===== config.mk =====
export PLATFORM = sky130hd
export DESIGN_NAME = tracker_note_to_midi_voice_engine_top
export DESIGN_NICKNAME = d
export VERILOG_FILES = /design/src/sv/tnmve_pkg.sv /design/src/sv/tnmve_ram.sv /design/src/sv/tracker_note_to_midi_voice_engine_top.sv
export SDC_FILE = /design/constraint.sdc
export NUM_CORES = 2
export LEC_CHECK = 0
export BUFFER_PORTS_ARGS = -buffer_cell sky130_fd_sc_hd__buf_2
export CELL_PAD_IN_SITES_DETAIL_PLACEMENT = 0
export CELL_PAD_IN_SITES_GLOBAL_PLACEMENT = 1
export CORE_UTILIZATION = 40
export CTS_CLUSTER_DIAMETER = 40
export CTS_CLUSTER_SIZE = 40
export DETAILED_ROUTE_END_ITERATION = 8
export HOLD_SLACK_MARGIN = 0.12
export PLACE_DENSITY = 0.69
export REMOVE_ABC_BUFFERS = 1
export SYNTH_ARGS = -nofsm -noshare
export SYNTH_HDL_FRONTEND = slang
export SYNTH_HIERARCHICAL = 1
export SYNTH_MEMORY_MAX_BITS = 65536
export SYNTH_SLANG_ARGS = --single-unit

===== constraint.sdc =====
create_clock -name clk -period 12.9 [get_ports clk]
set_input_delay 1.935 -clock clk [delete_from_list [all_inputs] [get_ports clk]]
set_output_delay 1.935 -clock clk [all_outputs]
set_load 0.02 [all_outputs]

===== src/sv/tnmve_pkg.sv =====
// Shared types and constants of the tracker note to MIDI voice engine.
// Used by the top level and the RAM sizing; depends on nothing.
`default_nettype none

package tnmve_pkg;

  // Sizing
  localparam int TRACKER_CHANNELS = 64;
  localparam int INSTRUMENT_COUNT = 256;
  localparam int TC_AW = (TRACKER_CHANNELS > 1) ? $clog2(TRACKER_CHANNELS) : 1;
  localparam int MAP_AW = (INSTRUMENT_COUNT > 1) ? $clog2(INSTRUMENT_COUNT) : 1;

  // MIDI constants
  localparam int MIDI_CHANNELS = 16;
  localparam int NOTE_MAX = 127;
  localparam int PROG_LIMIT = 128;
  localparam int VEL_SCALE = 127;
  localparam logic [3:0] ST_NOTE_OFF = 4'h8;
  localparam logic [3:0] ST_NOTE_ON = 4'h9;
  localparam logic [3:0] ST_PROGRAM = 4'hC;
  localparam logic [1:0] LEN_NOTE = 2'd3;
  localparam logic [1:0] LEN_PROGRAM = 2'd2;

  // Configuration register indexes
  localparam logic CFG_USE_MAP = 1'b0;
  localparam logic CFG_NOTE_OFFSET = 1'b1;

  // Input item kinds
  typedef enum logic [1:0] {
    KIND_NOTE = 2'd0,
    KIND_STOP = 2'd1,
    KIND_RESET_PROG = 2'd2,
    KIND_LOAD_MAP = 2'd3
  } kind_t;

  // Map entry: program above channel
  typedef struct packed {
    logic [7:0] prog_num;
    logic [4:0] channel;
  } map_entry_t;

  // Voice entry: MIDI channel above note
  typedef struct packed {
    logic [3:0] channel;
    logic [6:0] note;
  } voice_entry_t;

endpackage

`default_nettype wire


===== src/sv/tnmve_ram.sv =====
// Generic single-write, single-read RAM with a registered read port.
// Standalone; used for the voice table and the instrument map.
`default_nettype none

module tnmve_ram #(
  parameter int WIDTH = 8,
  parameter int DEPTH = 16
) (
  input  wire logic                                       clk,
  input  wire logic                                       we,
  input  wire logic [((DEPTH > 1) ? $clog2(DEPTH) : 1)-1:0] waddr,
  input  wire logic [WIDTH-1:0]                           wdata,
  input  wire logic [((DEPTH > 1) ? $clog2(DEPTH) : 1)-1:0] raddr,
  output logic      [WIDTH-1:0]                           rdata
);

  logic [WIDTH-1:0] mem [DEPTH];

  // Write one entry, and read one entry into the registered rdata
  always_ff @(posedge clk) begin
    if (we) begin
      mem[waddr] <= wdata;
    end
    rdata <= mem[raddr];
  end

endmodule

`default_nettype wire


===== src/sv/tracker_note_to_midi_voice_engine_top.sv =====
// Top level of the tracker note to MIDI voice engine.
// Depends on tnmve_pkg and instantiates tnmve_ram for voice table and map.
`default_nettype none

// Turns tracker note events into three- and two-byte MIDI messages. A map load
// or a program-cache reset is done in the idle state. A note or stop item is
// decided in a lookup state, after the registered read of the voice table and
// instrument map memories, then a send state puts each message through the
// single output register: up to three messages for a note that changes program,
// stops the old voice and starts a new one. Output stalls hold the send state.
// The voice table keeps its valid bits in flops, so no clearing pass follows
// reset. The instrument map must be loaded before it is used with use_map set.
module tracker_note_to_midi_voice_engine_top (
  input  wire logic        clk,
  input  wire logic        rst_n,
  // Input items
  input  wire logic        in_tvalid,
  output logic             in_tready,
  // [5:0] track_chan, [13:6] note, [22:14] instrument, [30:23] volume,
  // [38:31] map_index, [43:39] map_channel, [51:44] map_program, [55:52] zero
  input  wire logic [55:0] in_tdata,
  // [1:0] kind
  input  wire logic [1:0]  in_tuser,
  // Result items
  output logic             out_tvalid,
  input  wire logic        out_tready,
  // [7:0] status_byte, [14:8] data_one, [21:15] data_two, [23:22] byte_count
  output logic [23:0]      out_tdata,
  // last_of_run
  output logic             out_tlast,
  // Configuration writes
  input  wire logic        cfg_valid,
  output logic             cfg_ready,
  input  wire logic        cfg_index,
  input  wire logic [7:0]  cfg_data
);

  typedef enum logic [1:0] {
    S_IDLE,
    S_LOOKUP,
    S_SEND
  } state_t;

  // Input field unpack
  logic [5:0] in_tc;
  logic [7:0] in_note;
  logic [8:0] in_instr;
  logic [7:0] in_volume;
  logic [7:0] in_map_index;
  logic [4:0] in_map_channel;
  logic [7:0] in_map_program;

  assign in_tc          = in_tdata[5:0];
  assign in_note        = in_tdata[13:6];
  assign in_instr       = in_tdata[22:14];
  assign in_volume      = in_tdata[30:23];
  assign in_map_index   = in_tdata[38:31];
  assign in_map_channel = in_tdata[43:39];
  assign in_map_program = in_tdata[51:44];

  // Registers
  state_t                                    state_r, state_nxt;
  logic                                      use_map_r;
  logic [7:0]                                note_offset_r;
  tnmve_pkg::kind_t                          kind_r;
  logic [5:0]                                tc_r;
  logic [8:0]                                idx_r;
  logic [6:0]                                mn_r;
  logic [6:0]                                vel_r;
  logic [3:0]                                ch_r, ch_nxt;
  logic [6:0]                                prog_r, prog_nxt;
  tnmve_pkg::voice_entry_t                   off_r, off_nxt;
  logic [2:0]                                pend_r, pend_nxt;
  logic [tnmve_pkg::TRACKER_CHANNELS-1:0]    voice_vld_r, voice_vld_nxt;
  logic [tnmve_pkg::MIDI_CHANNELS-1:0]       prog_vld_r, prog_vld_nxt;
  logic [6:0]                                prog_cache_r [tnmve_pkg::MIDI_CHANNELS];
  logic                                      out_tvalid_r, out_tvalid_nxt;
  logic [23:0]                               out_tdata_r, out_tdata_nxt;
  logic                                      out_tlast_r, out_tlast_nxt;

  logic in_acc;
  assign in_tready = (state_r == S_IDLE);
  assign in_acc    = in_tvalid && in_tready;
  assign cfg_ready = 1'b1;

  // Memories
  logic                            map_we;
  tnmve_pkg::map_entry_t           map_wdata, map_rdata;
  logic [tnmve_pkg::MAP_AW-1:0]    map_raddr;
  logic                            voice_we;
  tnmve_pkg::voice_entry_t         voice_wdata, voice_rdata;
  logic [8:0]                      in_idx;

  assign in_idx    = (in_instr != 9'd0) ? (in_instr - 9'd1) : 9'd0;
  assign map_raddr = tnmve_pkg::MAP_AW'(in_idx);
  assign map_we    = in_acc && (tnmve_pkg::kind_t'(in_tuser) == tnmve_pkg::KIND_LOAD_MAP)
                     && (32'(in_map_index) < tnmve_pkg::INSTRUMENT_COUNT);
  assign map_wdata = '{prog_num: in_map_program, channel: in_map_channel};

  tnmve_ram #(
    .WIDTH ($bits(tnmve_pkg::map_entry_t)),
    .DEPTH (tnmve_pkg::INSTRUMENT_COUNT)
  ) u_map_ram (
    .clk   (clk),
    .we    (map_we),
    .waddr (tnmve_pkg::MAP_AW'(in_map_index)),
    .wdata (map_wdata),
    .raddr (map_raddr),
    .rdata (map_rdata)
  );

  tnmve_ram #(
    .WIDTH ($bits(tnmve_pkg::voice_entry_t)),
    .DEPTH (tnmve_pkg::TRACKER_CHANNELS)
  ) u_voice_ram (
    .clk   (clk),
    .we    (voice_we),
    .waddr (tnmve_pkg::TC_AW'(tc_r)),
    .wdata (voice_wdata),
    .raddr (tnmve_pkg::TC_AW'(in_tc)),
    .rdata (voice_rdata)
  );

  // Note: clamp, add signed offset, clamp again
  logic [6:0]        note_cl;
  logic signed [9:0] note_sum;
  logic [6:0]        mn_in;

  assign note_cl  = (in_note > 8'(tnmve_pkg::NOTE_MAX)) ? 7'(tnmve_pkg::NOTE_MAX)
                                                        : in_note[6:0];
  assign note_sum = $signed({3'b000, note_cl}) + 10'(signed'(note_offset_r));
  always_comb begin
    if (note_sum < 10'sd0) begin
      mn_in = 7'd0;
    end else if (note_sum > 10'(tnmve_pkg::NOTE_MAX)) begin
      mn_in = 7'(tnmve_pkg::NOTE_MAX);
    end else begin
      mn_in = note_sum[6:0];
    end
  end

  // Velocity: volume*127/64, saturated
  logic [14:0] vel_prod;
  logic [8:0]  vel_quo;
  logic [6:0]  vel_in;

  assign vel_prod = 15'(in_volume) * 15'(tnmve_pkg::VEL_SCALE);
  assign vel_quo  = vel_prod[14:6];
  assign vel_in   = (vel_quo > 9'(tnmve_pkg::NOTE_MAX)) ? 7'(tnmve_pkg::NOTE_MAX)
                                                        : vel_quo[6:0];

  // Lookup decisions
  logic                         is_note, is_stop, tc_ok, inst_ok, note_en;
  logic                         voice_on, need_prog, need_off, need_on;
  logic [3:0]                   ch_sel;
  logic [tnmve_pkg::TC_AW-1:0]  tc_idx;

  assign tc_idx   = tnmve_pkg::TC_AW'(tc_r);
  assign is_note  = (kind_r == tnmve_pkg::KIND_NOTE);
  assign is_stop  = (kind_r == tnmve_pkg::KIND_STOP);
  assign tc_ok    = 32'(tc_r) < tnmve_pkg::TRACKER_CHANNELS;
  assign inst_ok  = 32'(idx_r) < tnmve_pkg::INSTRUMENT_COUNT;
  assign note_en  = is_note && tc_ok && (!use_map_r || (inst_ok &&
                    (32'(map_rdata.channel) < tnmve_pkg::MIDI_CHANNELS)));
  assign ch_sel   = use_map_r ? map_rdata.channel[3:0] : idx_r[3:0];
  assign voice_on = tc_ok && voice_vld_r[tc_idx];
  assign need_prog = note_en && use_map_r
                     && (32'(map_rdata.prog_num) < tnmve_pkg::PROG_LIMIT)
                     && !(prog_vld_r[ch_sel]
                          && (prog_cache_r[ch_sel] == map_rdata.prog_num[6:0]));
  assign need_off = ((note_en || (is_stop && tc_ok)) && voice_on);
  assign need_on  = note_en && (vel_r != 7'd0);

  assign voice_we    = (state_r == S_LOOKUP) && need_on;
  assign voice_wdata = '{channel: ch_sel, note: mn_r};

  // Message picked for the output register
  logic        out_free;
  logic [23:0] msg;
  logic [2:0]  pend_after;

  assign out_free = !out_tvalid_r || out_tready;

  always_comb begin
    msg        = '0;
    pend_after = pend_r;
    if (pend_r[0]) begin
      msg        = {tnmve_pkg::LEN_PROGRAM, 7'd0, prog_r, tnmve_pkg::ST_PROGRAM, ch_r};
      pend_after = pend_r & 3'b110;
    end else if (pend_r[1]) begin
      msg        = {tnmve_pkg::LEN_NOTE, 7'd0, off_r.note, tnmve_pkg::ST_NOTE_OFF,
                    off_r.channel};
      pend_after = pend_r & 3'b100;
    end else begin
      msg        = {tnmve_pkg::LEN_NOTE, vel_r, mn_r, tnmve_pkg::ST_NOTE_ON, ch_r};
      pend_after = 3'b000;
    end
  end

  // Next state and control
  always_comb begin
    state_nxt      = state_r;
    ch_nxt         = ch_r;
    prog_nxt       = prog_r;
    off_nxt        = off_r;
    pend_nxt       = pend_r;
    voice_vld_nxt  = voice_vld_r;
    prog_vld_nxt   = prog_vld_r;
    out_tvalid_nxt = out_tvalid_r && !out_tready;
    out_tdata_nxt  = out_tdata_r;
    out_tlast_nxt  = out_tlast_r;
    case (state_r)
      S_IDLE: begin
        if (in_acc) begin
          case (tnmve_pkg::kind_t'(in_tuser))
            tnmve_pkg::KIND_NOTE, tnmve_pkg::KIND_STOP: state_nxt = S_LOOKUP;
            tnmve_pkg::KIND_RESET_PROG: prog_vld_nxt = '0;
            default: state_nxt = S_IDLE;
          endcase
        end
      end
      S_LOOKUP: begin
        ch_nxt   = ch_sel;
        prog_nxt = map_rdata.prog_num[6:0];
        off_nxt  = voice_rdata;
        pend_nxt = {need_on, need_off, need_prog};
        if (need_prog) begin
          prog_vld_nxt[ch_sel] = 1'b1;
        end
        if (need_on) begin
          voice_vld_nxt[tc_idx] = 1'b1;
        end else if (need_off) begin
          voice_vld_nxt[tc_idx] = 1'b0;
        end
        state_nxt = (need_prog || need_off || need_on) ? S_SEND : S_IDLE;
      end
      S_SEND: begin
        if (out_free) begin
          out_tvalid_nxt = 1'b1;
          out_tdata_nxt  = msg;
          out_tlast_nxt  = (pend_after == 3'b000);
          pend_nxt       = pend_after;
          if (pend_after == 3'b000) begin
            state_nxt = S_IDLE;
          end
        end
      end
      default: state_nxt = S_IDLE;
    endcase
  end

  // State, configuration and payload registers
  always_ff @(posedge clk) begin
    if (!rst_n) begin
      state_r       <= S_IDLE;
      use_map_r     <= 1'b0;
      note_offset_r <= 8'd0;
      pend_r        <= 3'b000;
      voice_vld_r   <= '0;
      prog_vld_r    <= '0;
      out_tvalid_r  <= 1'b0;
    end else begin
      state_r      <= state_nxt;
      pend_r       <= pend_nxt;
      voice_vld_r  <= voice_vld_nxt;
      prog_vld_r   <= prog_vld_nxt;
      out_tvalid_r <= out_tvalid_nxt;
      if (cfg_valid && cfg_ready) begin
        case (cfg_index)
          tnmve_pkg::CFG_USE_MAP:     use_map_r     <= cfg_data[0];
          tnmve_pkg::CFG_NOTE_OFFSET: note_offset_r <= cfg_data;
          default:                    use_map_r     <= use_map_r;
        endcase
      end
    end
    // Capture the item
    if (in_acc) begin
      kind_r <= tnmve_pkg::kind_t'(in_tuser);
      tc_r   <= in_tc;
      idx_r  <= in_idx;
      mn_r   <= mn_in;
      vel_r  <= vel_in;
    end
    // Update the program cache entry
    if ((state_r == S_LOOKUP) && need_prog) begin
      prog_cache_r[ch_sel] <= map_rdata.prog_num[6:0];
    end
    ch_r        <= ch_nxt;
    prog_r      <= prog_nxt;
    off_r       <= off_nxt;
    out_tdata_r <= out_tdata_nxt;
    out_tlast_r <= out_tlast_nxt;
  end

  assign out_tvalid = out_tvalid_r;
  assign out_tdata  = out_tdata_r;
  assign out_tlast  = out_tlast_r;

endmodule

`default_nettype wire


==> flow_metrics.py <==
metrics = {
    "status": {
        "outcome": "complete, no violations",
    },
    "die": {
        "start_util_pct": 40.3,
        "die_w_um": 653,
        "ios": 100,
        "die-area_sq_mm": 0.427,
        "placementRows": 238,
        "coreArea_sq_mm": 0.421,
        "die_h_um": 653,
    },
    "sta": {
        "period_needed_ns": 6.47,
        "slew_headroom_pct": 6.21,
        "post-route-period-util_pct": 50.1,
        "finalSetupViolations": 0,
        "fmax_ghz": 0.155,
        "hold_violations": 0,
        "fin_worst_skew_ns": 0.0977,
        "report.final.slew_viol_count": 0,
        "rsz0062_at_grt": "false",
        "setup_ws_ns": 6.43,
        "worst_slew_pin_slew_ns": 1.40,
    },
    "clock_tree": {
        "cts-htree-levels": 6,
        "post_cts_resized": 0,
        "cts_buffers": 522,
        "clkLatencyLatePin_ns": 1.04,
        "ctsHoldBuffers": 0,
        "cts_tree": "built",
        "path_clk_slew_ns": 0.06,
        "cts_setup_buffers": 0,
        "cts_sinks": 4334,
        "cts_buffer_depth": 4,
        "clockRootBuffer": "clkbuf_16",
    },
    "synth": {
        "synth_seq_cells": 4334,
        "synth_cells": 8166,
        "netlist-cell-type-count": 80,
        "synth.yosys.seq_area_share_pct": 76.0,
        "synth-async-reset-ratio_pct": 0,
        "synth_area_per_cell_sq_um": 20.8,
        "synthFlopType": "edfxtp_1",
        "synth_edf_count": 4215,
        "syn_area_sq_mm": 0.170,
        "ys_warn_count": 6,
    },
    "worst_setup_path": {
        "r2r_end": "u_voice_ram/mem[38][9]",
        "cp.depth": 17,
        "rrSetupSlack_ns": 7.02,
        "cpPeakStageDelay_ns": 1.02,
        "worstPathArrival_ns": 7.35,
        "crit_buf_inv": 6,
        "slowest_stage": "a211oi_1",
        "startpoint_type": "input port",
        "path_cells": "buf_2 > inv_1 > ha_1 > nand2_1 > or3_1 > nor2_1 > buf_4 > nor2_4 > buf_4 > buf_12 > buf_12 > mux4_2 > a22o_1 > a221oi_1 > o22ai_1 > a211oi_1 > nor4_1",
        "cp_max_fo": 89,
        "cp.required_ns": 13.78,
        "crit_type": "in2reg",
        "crit_family": "compound AO/OA/AOI/OAI gates",
        "cp-end-kind": "register",
        "reg2regPathDepth": 8,
        "reg2reg_from": "u_map_ram/rdata[4]",
    },
    "global_route": {
        "antenna_found_initial": 21,
        "track_usage_pct": 19.3,
        "grt_pass1_wl_um": 602000,
        "grt_max_degree": 168,
        "grt_overflow_total": 0,
        "grt_pass1_vias": 85400,
    },
    "place": {
        "dp.cells": 13800,
        "port_buffers": 91,
        "post-place-ws_ns": 5.39,
        "routabilityCongestion": 0.833,
        "dpl.hpwl_um": 248000,
    },
    "layout": {
        "nets": 8773,
        "drive_gt1_share_pct": 26.5,
        "stdcell_count": 14700,
        "fillCellCount": 34800,
        "area.growth.synth_to_final_pct": 15.3,
    },
    "min_path": {
        "whs_endpoint": "off_r[3]",
        "worstHoldStart": "u_voice_ram/rdata[3]",
        "min_path_type": "reg2reg",
        "whs_path_depth": 0,
    },
    "routing": {
        "routed_wl_um": 418000,
        "drtAntennaViolNets": 0,
        "wl_per_cell_um": 28.4,
        "num_vias": 84200,
        "first_pass_iters": 5,
        "drt_iter0_drc": 9320,
        "drcViolationCount": 0,
        "viasPerCell": 5.72,
    },
    "power_and_ir_drop": {
        "max-vdd-ir-drop_uv": 152,
        "fin_total_pwr_mw": 32.7,
        "power.leakage_nw": 61.9,
        "powerDensity_mw_per_mm2": 167,
    },
    "flow_run": {
        "timing.max_cap.violations": 0,
    },
}
-- layout by cell type, fill, tap and decap left out, types with 31 or more instances in the layout --
cell        Yosys  final
nor2_2          0     31
o41ai_1        34     34
clkbuf_16       0    533
clkinv_4        0     55
inv_1          64     64
bufinv_16       0     58
a22o_1         40     40
nand3_1        81     81
nor2b_1        72     68
nor2_1        410    371
o22ai_1        59     59
mux4_2        981    981
clkinv_2        0     55
clkinv_1        2     34
a22oi_1        79     79
nand2_1       227    225
clkbuf_1      229     45
buf_4          57    342
inv_6           0     53
o311ai_0       33     33
a211oi_1       53     51
buf_2         103     76
ha_1           41     41
mux2i_1       368    368
o221ai_1       71     71
nor3_1         53     52
a21oi_1       127    127
clkinvlp_4      0     64
a221oi_1       78     78
o21ai_0        56     56
edfxtp_1     4215   4215
dfxtp_1       119    119
-- metal layers --
layer  track usage (%)  part of all wire, %  vias to the layer above
met3              3.50                  7.6                      663
li1                  -                    -                    35200
met5                 0                0.017                        -
met4              5.72                  2.9                       10
met1              26.1                   40                    44900
met2              31.8                   49                     3453
-- worst reg2reg max path, delay by kind of cell (launching register included) --
family,cells,cell delay [ns]
simple gates,5,3.04
compound gates,2,1.74
flops,1,0.39
buf+inv,1,0.27
-- layout make-up --
| class | count | area, sq um | share of cell area [%] |
|---|---|---|---|
| antenna | 16 | 40.0 | 0.0205 |
| clock buffer | 580 | 13500 | 6.92 |
| clock inverter | 375 | 4490 | 2.30 |
| inverter | 67 | 256 | 0.131 |
| multi-input combinational | 3269 | 37800 | 19.4 |
| sequential | 4334 | 129000 | 65.9 |
| tap | 5640 | 7060 | 3.61 |
| timing repair buffer | 445 | 3400 | 1.74 |
-- where the power goes --
group	switching [mW]	internal, mW
sequential	0.0329	15.6
clock	6.09	8.93
combinational	1.38	0.742
-- synthesized netlist by cell type, drive strengths merged, types with 40 or more instances --
| cell | number | share of area, % |
|---|---|---|
| nor2 | 410 | 0.91 |
| nand3 | 81 | 0.24 |
| a21oi | 127 | 0.37 |
| nor2b | 72 | 0.27 |
| nand2 | 227 | 0.50 |
| a221oi | 78 | 0.40 |
| a211oi | 53 | 0.23 |
| o21ai | 76 | 0.22 |
| clkbuf | 230 | 0.51 |
| dfxtp | 119 | 1.4 |
| mux4 | 981 | 13 |
| buf | 268 | 1.1 |
| o221ai | 71 | 0.37 |
| inv | 65 | 0.15 |
| a22o | 40 | 0.21 |
| a22oi | 79 | 0.35 |
| edfxtp | 4215 | 75 |
| ha | 41 | 0.30 |
| o22ai | 59 | 0.22 |
| nor3 | 54 | 0.17 |
| mux2i | 369 | 2.2 |
-- cell families (layout without fill, tap and decap cells) --
family	after synthesis	after routing	share of synthesized area [%]
AO/OA/AOI/OAI	767	767	3.30
multiplexers	1364	1364	15.3
XOR/XNOR	25	25	0.129
other	2	20	0.00443
flip-flops	4334	4334	76.0
AND/OR/NAND/NOR	1047	1047	2.89
adder cells (fa/ha/maj)	62	62	0.550
buffers and inverters	565	1467	1.77
-- how the worst max path moves through the flow --
stage	start	end	slack, ns
after floorplan	in_tdata[14]	idx_r[0]	-65.58
after global placement	in_tdata[14]	u_map_ram/rdata[12]	5.34
after detailed placement	in_tdata[14]	u_map_ram/rdata[12]	5.39
after CTS	in_tdata[14]	u_map_ram/rdata[12]	6.46
after global routing	in_tdata[14]	u_map_ram/rdata[12]	6.19
final	in_tdata[14]	u_map_ram/rdata[4]	6.43
-- sequential cells by signal (all words and copies together) (netlist names), 7 cells and up, named ones only --
register / flops
mn_r: 7
note_offset_r: 8
off_r: 11
out_tdata: 21
prog_cache_r: 112
prog_r: 7
prog_vld_r: 16
u_map_ram/mem: 3328
u_map_ram/rdata: 13
u_voice_ram/mem: 704
u_voice_ram/rdata: 11
vel_r: 7
-- metrics by stage --
step | TNS (ns) | hold WS [ns] | utilization, % | area, sq um
after floorplan | -896.27 | 0.386 | - | 167000
after global placement | 0 | 0.392 | 42.2 | 177000
after detailed placement | 0 | 0.389 | 42.2 | 177000
after CTS | 0 | 0.349 | 46.4 | 196000
after global routing | 0 | 0.348 | 46.4 | 196000
final | 0 | 0.344 | 46.4 | 196000
No activity file was read; power rests on OpenSTA's default activity.
